[config.mk]
export PLATFORM = sky130hd
export DESIGN_NAME = analog_key_rapid_trigger
export DESIGN_NICKNAME = d
export VERILOG_FILES = /design/src/hdl/akrt_pkg.sv /design/src/hdl/analog_key_rapid_trigger.sv /design/src/hdl/akrt_div.sv /design/src/hdl/akrt_decide.sv
export VERILOG_INCLUDE_DIRS = /design/src /design/src/hdl
export SDC_FILE = /design/constraint.sdc
export NUM_CORES = 2
export LEC_CHECK = 0
export BUFFER_PORTS_ARGS = -buffer_cell sky130_fd_sc_hd__buf_2
export CAP_MARGIN = 20
export CORE_MARGIN = 3
export CORE_UTILIZATION = 25
export CTS_CLUSTER_SIZE = 16
export DETAILED_ROUTE_END_ITERATION = 6
export SETUP_SLACK_MARGIN = 0.5
export SLEW_MARGIN = 20
export SYNTH_ARGS = -nofsm -noshare
export SYNTH_HDL_FRONTEND = slang
export SYNTH_SLANG_ARGS = --single-unit
[constraint.sdc]
create_clock -name clk -period 13.95 [get_ports clk]
set_input_delay 2.79 -clock clk [delete_from_list [all_inputs] [get_ports clk]]
set_output_delay 2.79 -clock clk [all_outputs]
set_load 0.05 [all_outputs]
[src/hdl/assert_macros.svh]
// ----------------------------------------------------------------------------
// Assertion macros used by the analog key RTL.
// ----------------------------------------------------------------------------
`ifndef ASSERT_MACROS_SVH
`define ASSERT_MACROS_SVH

// Same-cycle implication, disabled while reset is high.
`define AKRT_ASSERT_IMP(lbl, ante, cons) \
  lbl: assert property (@(posedge clk) disable iff (rst) (ante) |-> (cons)) \
    else $error("assertion failed");

// Next-cycle implication, disabled while reset is high.
`define AKRT_ASSERT_NXT(lbl, ante, cons) \
  lbl: assert property (@(posedge clk) disable iff (rst) (ante) |=> (cons)) \
    else $error("assertion failed");

`endif

[src/hdl/akrt_pkg.sv]
`timescale 1ns / 1ps
// ----------------------------------------------------------------------------
// akrt_pkg
// Types and constants of the analog key rapid trigger block.
// ----------------------------------------------------------------------------
package akrt_pkg;

  localparam int ADC_W   = 12;
  localparam int FRAC_W  = 8;
  localparam int ACC_W   = ADC_W + FRAC_W;
  localparam int PM_W    = 10;
  localparam int KEY_W   = 6;
  localparam int SHIFT_W = 4;
  localparam int CFG_W   = 12;
  localparam int CFG_IDX_W = 3;

  // Serial divider: per-mille numerator is at most 4095 * 1000.
  localparam int NUM_W = 22;
  localparam int DEN_W = ADC_W;
  localparam int CNT_W = 5;

  localparam logic [PM_W-1:0] PM_FULL = 10'd1000;

  localparam logic [CFG_IDX_W-1:0] REG_RELEASED_LEVEL    = 3'd0;
  localparam logic [CFG_IDX_W-1:0] REG_PRESSED_LEVEL     = 3'd1;
  localparam logic [CFG_IDX_W-1:0] REG_PRESS_THRESHOLD   = 3'd2;
  localparam logic [CFG_IDX_W-1:0] REG_RELEASE_THRESHOLD = 3'd3;
  localparam logic [CFG_IDX_W-1:0] REG_RISE_DELTA        = 3'd4;
  localparam logic [CFG_IDX_W-1:0] REG_FALL_DELTA        = 3'd5;
  localparam logic [CFG_IDX_W-1:0] REG_RAPID_ENABLE      = 3'd6;
  localparam logic [CFG_IDX_W-1:0] REG_SMOOTHING_SHIFT   = 3'd7;

  typedef struct packed {
    logic [ADC_W-1:0]   released_level;
    logic [ADC_W-1:0]   pressed_level;
    logic [PM_W-1:0]    press_threshold;
    logic [PM_W-1:0]    release_threshold;
    logic [PM_W-1:0]    rise_delta;
    logic [PM_W-1:0]    fall_delta;
    logic               rapid_enable;
    logic [SHIFT_W-1:0] smoothing_shift;
  } cfg_t;

  localparam cfg_t CFG_RESET = '{
    released_level:    12'd1000,
    pressed_level:     12'd3000,
    press_threshold:   10'd500,
    release_threshold: 10'd350,
    rise_delta:        10'd80,
    fall_delta:        10'd80,
    rapid_enable:      1'b1,
    smoothing_shift:   4'd2
  };

  // Per-key record kept in the key memory.
  typedef struct packed {
    logic [ACC_W-1:0] acc;
    logic             down;
    logic             armed;
    logic [PM_W-1:0]  peak;
    logic [PM_W-1:0]  valley;
  } key_entry_t;

  typedef enum logic [2:0] {
    S_IDLE,
    S_READ,
    S_FILT,
    S_PREP,
    S_DIV,
    S_DECIDE
  } state_t;

endpackage

[src/hdl/analog_key_rapid_trigger.sv]
`timescale 1ns / 1ps
// ----------------------------------------------------------------------------
// analog_key_rapid_trigger
// Per-key filter, travel position and hysteresis / rapid trigger state.
// ----------------------------------------------------------------------------
// Usage:
//   The input channel (in_valid / in_ready) carries one key index and one
//   raw sample per transaction. The output channel (out_valid / out_ready)
//   returns exactly one result per input transaction, in order.
//   A trivially zero position skips the division, a key index out of range
//   goes straight to the decision, and any other item waits for the
//   bit-serial per-mille divider. One item is in work at a time, so a new
//   item is taken only once the last one has left the decision state.
//   The result sits in an output register; the next item is accepted while
//   it waits. If the receiver stalls, the following item stops before its
//   memory write and holds until the output register frees.
//   Configuration is written through cfg_we / cfg_index / cfg_data at any
//   edge and must only change while the block is idle.
//   Reset restores register defaults and marks every key unseeded; an
//   unseeded key reads as all-zero state, so no clearing pass is needed.
//   A key index at or above NUM_KEYS returns its index with zero fields.
// ----------------------------------------------------------------------------
`include "assert_macros.svh"

module analog_key_rapid_trigger #(
  parameter int NUM_KEYS = 64
) (
  input  logic                          clk,
  input  logic                          rst,
  input  logic                          in_valid,
  output logic                          in_ready,
  input  logic [akrt_pkg::KEY_W-1:0]    key_index,
  input  logic [akrt_pkg::ADC_W-1:0]    adc_sample,
  output logic                          out_valid,
  input  logic                          out_ready,
  output logic [akrt_pkg::KEY_W-1:0]    key_out,
  output logic                          is_down,
  output logic                          armed,
  output logic                          changed,
  output logic [akrt_pkg::ADC_W-1:0]    smoothed_adc,
  output logic [akrt_pkg::PM_W-1:0]     position,
  output logic [akrt_pkg::PM_W-1:0]     peak_position,
  input  logic                          cfg_we,
  input  logic [akrt_pkg::CFG_IDX_W-1:0] cfg_index,
  input  logic [akrt_pkg::CFG_W-1:0]    cfg_data
);
  import akrt_pkg::*;

  localparam int KW = (NUM_KEYS > 1) ? $clog2(NUM_KEYS) : 1;

  state_t state, state_next;
  cfg_t   cfg;

  key_entry_t mem [NUM_KEYS];
  logic [NUM_KEYS-1:0] seeded;

  logic [KEY_W-1:0]  key_q;
  logic [ADC_W-1:0]  sample_q;
  logic              oor;
  logic [8:0]        key_ext;
  logic [KW-1:0]     addr;
  key_entry_t        rd_entry;
  logic              ent_valid;
  key_entry_t        ent;
  logic [ACC_W-1:0]  acc_q;
  logic [ADC_W-1:0]  smooth_q;
  logic [PM_W-1:0]   pos_q;

  logic [ACC_W-1:0]  target;
  logic [ACC_W-1:0]  acc_new;
  logic [ACC_W:0]    rnd;
  logic [ADC_W-1:0]  smooth_new;
  logic signed [ADC_W+1:0] diff;
  logic signed [ADC_W:0]   span;
  logic [ADC_W+1:0]  mag_d;
  logic [ADC_W:0]    mag_s;
  logic              trivial;
  logic [NUM_W-1:0]  div_num;
  logic              div_start;
  logic              div_done;
  logic [NUM_W-1:0]  div_q;

  key_entry_t        upd;
  logic              upd_changed;
  logic              out_free;
  logic              accept;

  assign accept   = in_valid && in_ready;
  assign out_free = !out_valid || out_ready;
  assign key_ext  = {3'b000, key_q};
  assign addr     = key_ext[KW-1:0];

  // Configuration registers.
  always_ff @(posedge clk) begin
    if (rst) begin
      cfg <= CFG_RESET;
    end else if (cfg_we) begin
      case (cfg_index)
        REG_RELEASED_LEVEL:    cfg.released_level    <= cfg_data;
        REG_PRESSED_LEVEL:     cfg.pressed_level     <= cfg_data;
        REG_PRESS_THRESHOLD:   cfg.press_threshold   <= cfg_data[PM_W-1:0];
        REG_RELEASE_THRESHOLD: cfg.release_threshold <= cfg_data[PM_W-1:0];
        REG_RISE_DELTA:        cfg.rise_delta        <= cfg_data[PM_W-1:0];
        REG_FALL_DELTA:        cfg.fall_delta        <= cfg_data[PM_W-1:0];
        REG_RAPID_ENABLE:      cfg.rapid_enable      <= cfg_data[0];
        REG_SMOOTHING_SHIFT:   cfg.smoothing_shift   <= cfg_data[SHIFT_W-1:0];
        default: ;
      endcase
    end
  end

  always_ff @(posedge clk) begin
    if (rst) begin
      state <= S_IDLE;
    end else begin
      state <= state_next;
    end
  end

  always_comb begin
    state_next = state;
    in_ready   = 1'b0;
    div_start  = 1'b0;
    case (state)
      S_IDLE: begin
        in_ready = 1'b1;
        if (in_valid) begin
          if ({3'b000, key_index} >= 9'(NUM_KEYS)) begin
            state_next = S_DECIDE;
          end else begin
            state_next = S_READ;
          end
        end
      end
      S_READ:  state_next = S_FILT;
      S_FILT:  state_next = S_PREP;
      S_PREP: begin
        if (trivial) begin
          state_next = S_DECIDE;
        end else begin
          div_start  = 1'b1;
          state_next = S_DIV;
        end
      end
      S_DIV: begin
        if (div_done) begin
          state_next = S_DECIDE;
        end
      end
      S_DECIDE: begin
        if (out_free) begin
          state_next = S_IDLE;
        end
      end
      default: state_next = S_IDLE;
    endcase
  end

  // Unseeded keys read as the all-zero reset record.
  assign ent = ent_valid ? rd_entry : '0;

  always_comb begin
    target = {sample_q, {FRAC_W{1'b0}}};
    if (!ent_valid) begin
      acc_new = target;
    end else if (target >= ent.acc) begin
      acc_new = ent.acc + ((target - ent.acc) >> cfg.smoothing_shift);
    end else begin
      acc_new = ent.acc - ((ent.acc - target) >> cfg.smoothing_shift);
    end
    rnd = {1'b0, acc_new} + (ACC_W+1)'(1 << (FRAC_W - 1));
    if (rnd[ACC_W]) begin
      smooth_new = '1;
    end else begin
      smooth_new = rnd[ACC_W-1:FRAC_W];
    end
  end

  always_comb begin
    diff    = $signed({2'b00, smooth_q}) - $signed({2'b00, cfg.released_level});
    span    = $signed({1'b0, cfg.pressed_level}) - $signed({1'b0, cfg.released_level});
    mag_d   = diff[ADC_W+1] ? (ADC_W+2)'(-diff) : diff;
    mag_s   = span[ADC_W] ? (ADC_W+1)'(-span) : span;
    // Opposite signs give a quotient at or below zero, which clamps to zero.
    trivial = (span == '0) || (diff == '0) || (diff[ADC_W+1] ^ span[ADC_W]);
    div_num = NUM_W'(mag_d[ADC_W-1:0]) * NUM_W'(PM_FULL);
  end

  akrt_div u_div (
    .clk   (clk),
    .rst   (rst),
    .start (div_start),
    .num   (div_num),
    .den   (mag_s[DEN_W-1:0]),
    .done  (div_done),
    .quot  (div_q)
  );

  akrt_decide u_decide (
    .ent     (ent),
    .pos     (pos_q),
    .cfg     (cfg),
    .upd     (upd),
    .changed (upd_changed)
  );

  always_ff @(posedge clk) begin
    if (accept) begin
      key_q    <= key_index;
      sample_q <= adc_sample;
      oor      <= ({3'b000, key_index} >= 9'(NUM_KEYS));
    end
    if (state == S_FILT) begin
      acc_q    <= acc_new;
      smooth_q <= smooth_new;
    end
    if ((state == S_PREP) && trivial) begin
      pos_q <= '0;
    end else if ((state == S_DIV) && div_done) begin
      pos_q <= (div_q > NUM_W'(PM_FULL)) ? PM_FULL : div_q[PM_W-1:0];
    end
  end

  // Key memory with registered read.
  always_ff @(posedge clk) begin
    if (state == S_READ) begin
      rd_entry <= mem[addr];
    end
    if ((state == S_DECIDE) && out_free && !oor) begin
      mem[addr] <= '{acc: acc_q, down: upd.down, armed: upd.armed,
                     peak: upd.peak, valley: upd.valley};
    end
  end

  always_ff @(posedge clk) begin
    if (rst) begin
      seeded <= '0;
    end else if ((state == S_DECIDE) && out_free && !oor) begin
      seeded[addr] <= 1'b1;
    end
  end

  always_ff @(posedge clk) begin
    if (state == S_READ) begin
      ent_valid <= seeded[addr];
    end
  end

  always_ff @(posedge clk) begin
    if (rst) begin
      out_valid <= 1'b0;
    end else if ((state == S_DECIDE) && out_free) begin
      out_valid <= 1'b1;
    end else if (out_ready) begin
      out_valid <= 1'b0;
    end
  end

  always_ff @(posedge clk) begin
    if ((state == S_DECIDE) && out_free) begin
      key_out <= key_q;
      if (oor) begin
        is_down       <= 1'b0;
        armed         <= 1'b0;
        changed       <= 1'b0;
        smoothed_adc  <= '0;
        position      <= '0;
        peak_position <= '0;
      end else begin
        is_down       <= upd.down;
        armed         <= upd.armed;
        changed       <= upd_changed;
        smoothed_adc  <= smooth_q;
        position      <= pos_q;
        peak_position <= upd.peak;
      end
    end
  end

  `AKRT_ASSERT_NXT(a_div_to_decide, (state == S_DIV) && div_done, state == S_DECIDE)
  `AKRT_ASSERT_NXT(a_accept_read, accept && ({3'b000, key_index} < 9'(NUM_KEYS)), state == S_READ)
  `AKRT_ASSERT_IMP(a_result_from_decide, $rose(out_valid), $past(state) == S_DECIDE)
  `AKRT_ASSERT_IMP(a_div_only_in_div, div_done, state == S_DIV)

endmodule

[src/hdl/akrt_div.sv]
`timescale 1ns / 1ps
// ----------------------------------------------------------------------------
// akrt_div
// Restoring divider that retires one quotient bit per cycle.
// ----------------------------------------------------------------------------
module akrt_div (
  input  logic                      clk,
  input  logic                      rst,
  input  logic                      start,
  input  logic [akrt_pkg::NUM_W-1:0] num,
  input  logic [akrt_pkg::DEN_W-1:0] den,
  output logic                      done,
  output logic [akrt_pkg::NUM_W-1:0] quot
);
  import akrt_pkg::*;

  logic [NUM_W-1:0] sr;
  logic [DEN_W-1:0] rem;
  logic [DEN_W-1:0] dvs;
  logic [CNT_W-1:0] cnt;
  logic [DEN_W:0]   trial;
  logic             qbit;

  // The numerator leaves the top of the shift register while quotient
  // bits enter at the bottom.
  always_comb begin
    trial = {rem, sr[NUM_W-1]};
    qbit  = (trial >= {1'b0, dvs});
  end

  always_ff @(posedge clk) begin
    if (rst) begin
      cnt  <= '0;
      done <= 1'b0;
    end else begin
      done <= 1'b0;
      if (start) begin
        cnt <= CNT_W'(NUM_W);
      end else if (cnt != '0) begin
        cnt <= cnt - 1'b1;
        if (cnt == CNT_W'(1)) begin
          done <= 1'b1;
        end
      end
    end
  end

  always_ff @(posedge clk) begin
    if (start) begin
      sr  <= num;
      rem <= '0;
      dvs <= den;
    end else if (cnt != '0) begin
      sr <= {sr[NUM_W-2:0], qbit};
      if (qbit) begin
        rem <= DEN_W'(trial - {1'b0, dvs});
      end else begin
        rem <= trial[DEN_W-1:0];
      end
    end
  end

  assign quot = sr;

endmodule

[src/hdl/akrt_decide.sv]
`timescale 1ns / 1ps
// ----------------------------------------------------------------------------
// akrt_decide
// Hysteresis and rapid trigger decision for one key sample.
// ----------------------------------------------------------------------------
module akrt_decide (
  input  akrt_pkg::key_entry_t        ent,
  input  logic [akrt_pkg::PM_W-1:0]   pos,
  input  akrt_pkg::cfg_t              cfg,
  output akrt_pkg::key_entry_t        upd,
  output logic                        changed
);
  import akrt_pkg::*;

  logic [PM_W-1:0] valley_m;
  logic [PM_W-1:0] peak_m;
  logic [PM_W:0]   rise_sum;
  logic [PM_W:0]   fall_sum;

  always_comb begin
    valley_m = (pos < ent.valley) ? pos : ent.valley;
    peak_m   = (pos > ent.peak) ? pos : ent.peak;
    rise_sum = {1'b0, valley_m} + {1'b0, cfg.rise_delta};
    fall_sum = {1'b0, pos} + {1'b0, cfg.fall_delta};
    upd      = ent;
    if (!ent.down) begin
      upd.valley = valley_m;
      if ((cfg.rapid_enable && ent.armed && ({1'b0, pos} >= rise_sum)) ||
          (pos >= cfg.press_threshold)) begin
        upd.down   = 1'b1;
        upd.armed  = 1'b0;
        upd.peak   = pos;
        upd.valley = pos;
      end
    end else begin
      upd.peak = peak_m;
      if (cfg.rapid_enable && (fall_sum <= {1'b0, peak_m})) begin
        // A rapid release arms the key for a rapid press.
        upd.down   = 1'b0;
        upd.armed  = 1'b1;
        upd.peak   = pos;
        upd.valley = pos;
      end else if (pos <= cfg.release_threshold) begin
        upd.down   = 1'b0;
        upd.armed  = 1'b0;
        upd.peak   = pos;
        upd.valley = pos;
      end
    end
    changed = (upd.down != ent.down);
  end

endmodule

======== After elaboration in Yosys (flattened, before gate mapping) ========
Memories as Yosys holds them, arrays and structs flattened. A register that Yosys moved wholly into a read port is not among the register bits.
Index checks and enable logic that the tools add are counted.
Widths: inputs -> output; s select.
cells by class
  equality and inequality tests ........... 17
  multiply operators ...................... 1
  bitwise logic cells ..................... 3
  $add $sub $neg .......................... 13
  reductions and logical operators ........ 31
  magnitude comparators ................... 11
  muxes and demuxes ....................... 34
  shift operators ......................... 2
operators by type and width
  kind                   number
  $mux 22                6
  $or 64x64->64          1
  $sub 20x20->20         3
  $mux 42                1
  $mux 20                2
  $shr 20x4->20          2
  $mux 12                3
  $mux 10                3
  $sub 12x12->13         2
  $neg 12->12            2
  $add 10x10->11         2
  $gt 22x10->1 const B   1
  $add 20x8->21 const B  1
  $add 20x20->20         1
  $ge 20x20->1           1
  $mul 12x7->19 const B  1
  $eq 3x3->1 const B     6
  $pmux 3 s6             1
  $reduce_and 2->1       8
  $logic_not 14->1       1
  $ge 13x12->1           1
  $logic_not 13->1       1
  $eq 3x2->1 const B     4
  $sub 12x12->12         1
  30 further kinds       57
storage, ports and cells
  flip-flop bits (word level) ............. 291
  bits of input ports ..................... 38
  memory bits (writable) .................. 2688
  output and inout port bits .............. 43
  logic and storage cells ................. 144
  memories ................................ 1
memory list
  memory  words  width  read ports  clocked after Yosys merged registers in  wr ports  RTL line                        source
  mem     64     42     1           1                                        1         analog_key_rapid_trigger.sv:54  key_entry_t mem [NUM_KEYS];

======== Depth between registers and ports, before layout ========
  depth in word-level cells ............... 10
  depth in mapped cells ................... 44
  depth with buffers taken out ............ 41

======== Cells and area by module ========
From an unflattened synthesis, not the netlist that was laid out.
second synthesis, totals
  cells, all modules ...................... 7717
  area, all modules ....................... 120271.6 um^2
modules (own cells, without submodules)
  module                    cells an instance  times used  area an instance (um^2)
  analog_key_rapid_trigger  7124               1           114721.3
  akrt_decide               362                1           2889.0
  akrt_div                  231                1           2661.3

======== Worst setup path after synthesis ========
No wires, ideal clock.
  path kind ............................... register to register
  from .................................... register ent_valid
  to ...................................... memory mem[0][0] in the netlist's numbering (data pin)
  path buffers ............................ 9
  cell stages (with the launch flop) ...... 41
  data required time ...................... 13229 ps
  period minus slack after synthesis ...... 10371 ps
  library setup time ...................... 721 ps
  data arrival time ....................... 9649 ps
  path slack .............................. 3579 ps
  cells stage by stage .................... edfxtp_1 -> buf_4 -> buf_6 -> clkbuf_1 -> buf_1 -> buf_1 -> clkbuf_1 -> clkbuf_1 -> nand2_1 -> ha_1 -> o21a_1 -> o21ai_0 -> nand2b_1 -> a21oi_1 -> nor2b_1 -> o21ai_0 -> nand2b_1 -> a21oi_1 -> [5 not listed] -> mux2i_1 -> ha_1 -> fa_1 -> a21o_1 -> a21oi_1 -> o21bai_1 -> a21oi_1 -> o21bai_1 -> a21oi_1 -> xor2_1 -> ha_1 -> o21ai_0 -> nand2b_1 -> a21oi_1 -> o21ai_0 -> a21oi_1 -> clkbuf_1 -> o31ai_1
RTL lines
  element                   RTL line                         source
  start: declaration        analog_key_rapid_trigger.sv:63   logic ent_valid;
  start signal: assignment  analog_key_rapid_trigger.sv:245  ent_valid <= seeded[addr];
  end: declaration          analog_key_rapid_trigger.sv:54

======== Worst setup path after layout ========
  from .................................... register ent_valid
  to ...................................... register smooth_q[11] (data pin)
on the way
  longest elaborated chain between the ends .. 7
  elaborated cells between the ends (all ways) .. 11
ends and longest elaborated chain
  element                                                  RTL line                                                          source
  $mux 42                                                  analog_key_rapid_trigger.sv:160                                   assign ent = ent_valid ? rd_entry : '0;
  $sub 20x20->20 (on tied branches)                        analog_key_rapid_trigger.sv:169, analog_key_rapid_trigger.sv:167
  $shr 20x4->20 (on tied branches)                         analog_key_rapid_trigger.sv:169, analog_key_rapid_trigger.sv:167
  $sub 20x20->20 / $add 20x20->20 (equally long branches)  analog_key_rapid_trigger.sv:169, analog_key_rapid_trigger.sv:167
  $mux 20                                                  analog_key_rapid_trigger.sv:166                                   end else if (target >= ent.acc) begin
  $mux 20 *                                                analog_key_rapid_trigger.sv:164                                   if (!ent_valid) begin
  $add 20x8->21 *                                          analog_key_rapid_trigger.sv:171                                   rnd = {1'b0, acc_new} + (ACC_W+1)'(1 << (FRAC_W - 1));
  end signal: assignment                                   analog_key_rapid_trigger.sv:215                                   smooth_q <= smooth_new;
  end: declaration                                         analog_key_rapid_trigger.sv:66                                    logic [ADC_W-1:0] smooth_q;
Every way passes the cells marked *; elsewhere a longest branch is shown, timed or not.
A chain may end at the register's enable or synchronous reset.

==> results.sh <==
export IMPL_relSlewSlack_pct=17.7
export IMPL_p_leak_uw=0.0442
export IMPL_min_period_ns=8.74
export IMPL_worst_slack_ns=5.21
export IMPL_fmax_ghz=0.114
export IMPL_yosys_warnings=0
export IMPL_yosys_top_cells_area="edfxtp_1 (71%), a22oi_1 (5.7%), dfxtp_1 (2.8%), ha_1 (2.1%), a22o_1 (1.8%)"
export IMPL_synth_cell_types=93
export IMPL_die_x_um=700
export IMPL_crit_type="flip-flop to flip-flop"
export IMPL_grt_setup_unrepaired="no"
export IMPL_io_buffers=80
export IMPL_cts_resized=0
export IMPL_synthToLayoutAreaGrowth_pct=15.8
export IMPL_syn_inst=7808
export IMPL_ios=81
export IMPL_seqPwrFrac_pct=40.6
export IMPL_outcome="finished clean"
export IMPL_cts_buffers=307
export IMPL_power_switching_uw=8510
export IMPL_power_density_nw_per_um2=192
export IMPL_synth_most_common_cell="edfxtp_1"
export IMPL_clkSinkCount=3021
export IMPL_critPathLaunchType="flip-flop"
export IMPL_drc_errors=0
export IMPL_clockBufferDepth=4
export IMPL_p_clk_share_pct=30.6
export IMPL_antenna_found_initial=25
export IMPL_timing_hold_violations_final=0
export IMPL_netlist_area_leader_share_pct=71.1
export IMPL_netlist_area_um2=120000
export IMPL_switching_share_pct=31.8
export IMPL_synth_seq_cells=3021
export IMPL_hold_path_class="flip-flop to flip-flop"
export IMPL_core_area_um2=479000
export IMPL_yosysTopAreaCell="edfxtp_1"
export IMPL_ys_flop_type="edfxtp_1"
export IMPL_worstPathArrival_ns=9.39
export IMPL_synth_fp_nets=8096
export IMPL_grt_max_degree=132
export IMPL_synthTopCellsByCount="edfxtp_1 (2853), a22oi_1 (915), clkbuf_1 (391), nor2_1 (368), a21oi_1 (348)"
export IMPL_synthArstFlopShare_pct=0
export IMPL_p_int_uw=18300
export IMPL_final_cells=14600
export IMPL_finClkSkew_ns=0.0895
export IMPL_die_area_um2=490000
export IMPL_setup_tns_ns=0
export IMPL_p_total_uw=26800
export IMPL_grt_overflow=0
export IMPL_totalWireLength_um=391000
export IMPL_p_comb_share_pct=28.8
export IMPL_synth_edff_count=2853
export IMPL_path_clk_slew_ns=0.06
export IMPL_cts_tree="done"
export IMPL_place_congestion=0.852
export IMPL_cts_setup_buffers=0
export IMPL_dp_cells=14000
export IMPL_ir_worst_vdd_mv=0.463
export IMPL_crit_path_end_kind="flip-flop"
export IMPL_start_util_pct=25.1
export IMPL_cpPeakStageDelay_ns=0.59
export IMPL_wl_per_cell_um=26.8
export IMPL_ant_nets=0
export IMPL_grt_use_total_pct=15.3
export IMPL_holdBufCountCts=0
export IMPL_die_y_um=700
export IMPL_htree_levels=5
export IMPL_via_per_inst=5.19
export IMPL_clockRootBuffer="clkbuf_16"
export IMPL_drv_cap=0
export IMPL_first_pass_iters=6
export IMPL_setup_viol=0
export IMPL_critPathMaxFanout=49
export IMPL_grt_pass1_vias=71700
export IMPL_drt_initial_drc_count=10800
export IMPL_cp_slowest_cell="or4_1"
export IMPL_cp_data_required_time_ns=14.60
export IMPL_ys_seq_area_share_pct=73.9
export IMPL_layout_drive_gt1_share_pct=10.7
export IMPL_row_count=254
export IMPL_num_vias=75800
export IMPL_drv_slew=0
export IMPL_clk_latency_ns=0.95
export IMPL_fin_nets=8232
export IMPL_grt_pass1_wl_um=548000
export IMPL_dp_hpwl_um=214000
export IMPL_dp_slack_ns=5.32
export IMPL_hold_depth=2
export IMPL_fin_crit_sh_pct=62.7
export IMPL_r2r_cells=27
export IMPL_tightest_slew_ns=1.23
export IMPL_postSynthAreaPerCell_um2=15.4
-- worst max-delay path, delay by kind of cell, from the launching register on --
family,cells,cell delay [ns]
adder cells (fa/ha/maj),2,0.91
AND/OR/NAND/NOR,11,3.47
AO/OA/AOI/OAI,9,2.16
multiplexers,2,0.91
buffers and inverters,2,0.54
flip-flops,1,0.32
XOR/XNOR,1,0.10
-- final timing paths --
check / start / end / slack (ns)
max: ent_valid$_DFFE_PP_ / smooth_q[11]$_SDFFCE_PP1P_ / 5.21
max reg2reg: ent_valid$_DFFE_PP_ / smooth_q[11]$_SDFFCE_PP1P_ / 5.21
min: cfg[30]$_SDFFE_PP0P_ / cfg[30]$_SDFFE_PP0P_ / 0.46
min reg2reg: cfg[30]$_SDFFE_PP0P_ / cfg[30]$_SDFFE_PP0P_ / 0.46
-- kinds of logic after synthesis --
group	Yosys count	synth area share [%]
AOI/OAI and AO/OA	2354	14.2
muxes	76	0.698
DFF	3021	73.9
xor gates and xnor gates	116	0.844
adders and majority gates	250	2.88
and+or+nand+nor	1299	5.27
buffers and inverters	692	2.18
-- cells in the final DEF, fill, tap and decap left out, drive strengths merged, types with 188 or more instances in the layout --
cell,instances
nand2,332
ha,205
edfxtp,2853
a221oi,242
buf,290
a21oi,348
inv,246
a22oi,915
nor2,368
clkbuf,379
a31oi,188
a22o,248
-- registers in the layout (all words and copies together), names as in the netlist, 3 cells and up --
| register | count |
|---|---|
| key_out | 6 |
| peak_position | 10 |
| u_div.dvs | 12 |
| pos_q | 10 |
| state | 3 |
| rd_entry | 42 |
| mem | 2688 |
| addr | 6 |
| cfg | 69 |
| sample_q | 12 |
| acc_q | 20 |
| position | 10 |
| u_div.quot | 22 |
| smoothed_adc | 12 |
| smooth_q | 12 |
| u_div.cnt | 5 |
| u_div.rem | 12 |
| seeded | 64 |
-- layer usage --
| metal | GRT usage [%] | wire [um] |
|---|---|---|
| met3 | 2.93 | 41900 |
| met4 | 4.67 | 12900 |
| met1 | 20.9 | 157000 |
| met2 | 24.4 | 179000 |
| met5 | 0 | 34 |
-- stage by stage --
step	area, um^2	hold slack, ns	utilization (%)
global route	139000	0.475	29.1
finish	139000	0.455	29.1
global placement	129000	0.437	27.0
detailed placement	130000	0.447	27.0
floorplan	120000	0.426	-
CTS	139000	0.456	29.1
-- power by group through the flow --
| stage | clock [uW] | combinational (uW) | sequential, uW |
|---|---|---|---|
| floorplan | 0 | 5550 | 11100 |
| global placement | 0 | 7690 | 11100 |
| detailed placement | 0 | 7690 | 11100 |
| CTS | 8260 | 7750 | 10900 |
| global route | 8620 | 8700 | 10900 |
| finish | 8180 | 7720 | 10900 |
-- final cells by class --
cell class	count	area, um^2
well taps	6400	8010
repair buffers	290	2160
diodes	7	17.5
inverters	229	860
clock buffers	379	8100
multi-input cells	4095	29500
flip-flops and latches	3021	89000
fillers	47600	340000
clock inverters	179	1750
Note: power is estimated with default switching activity, not from simulation.
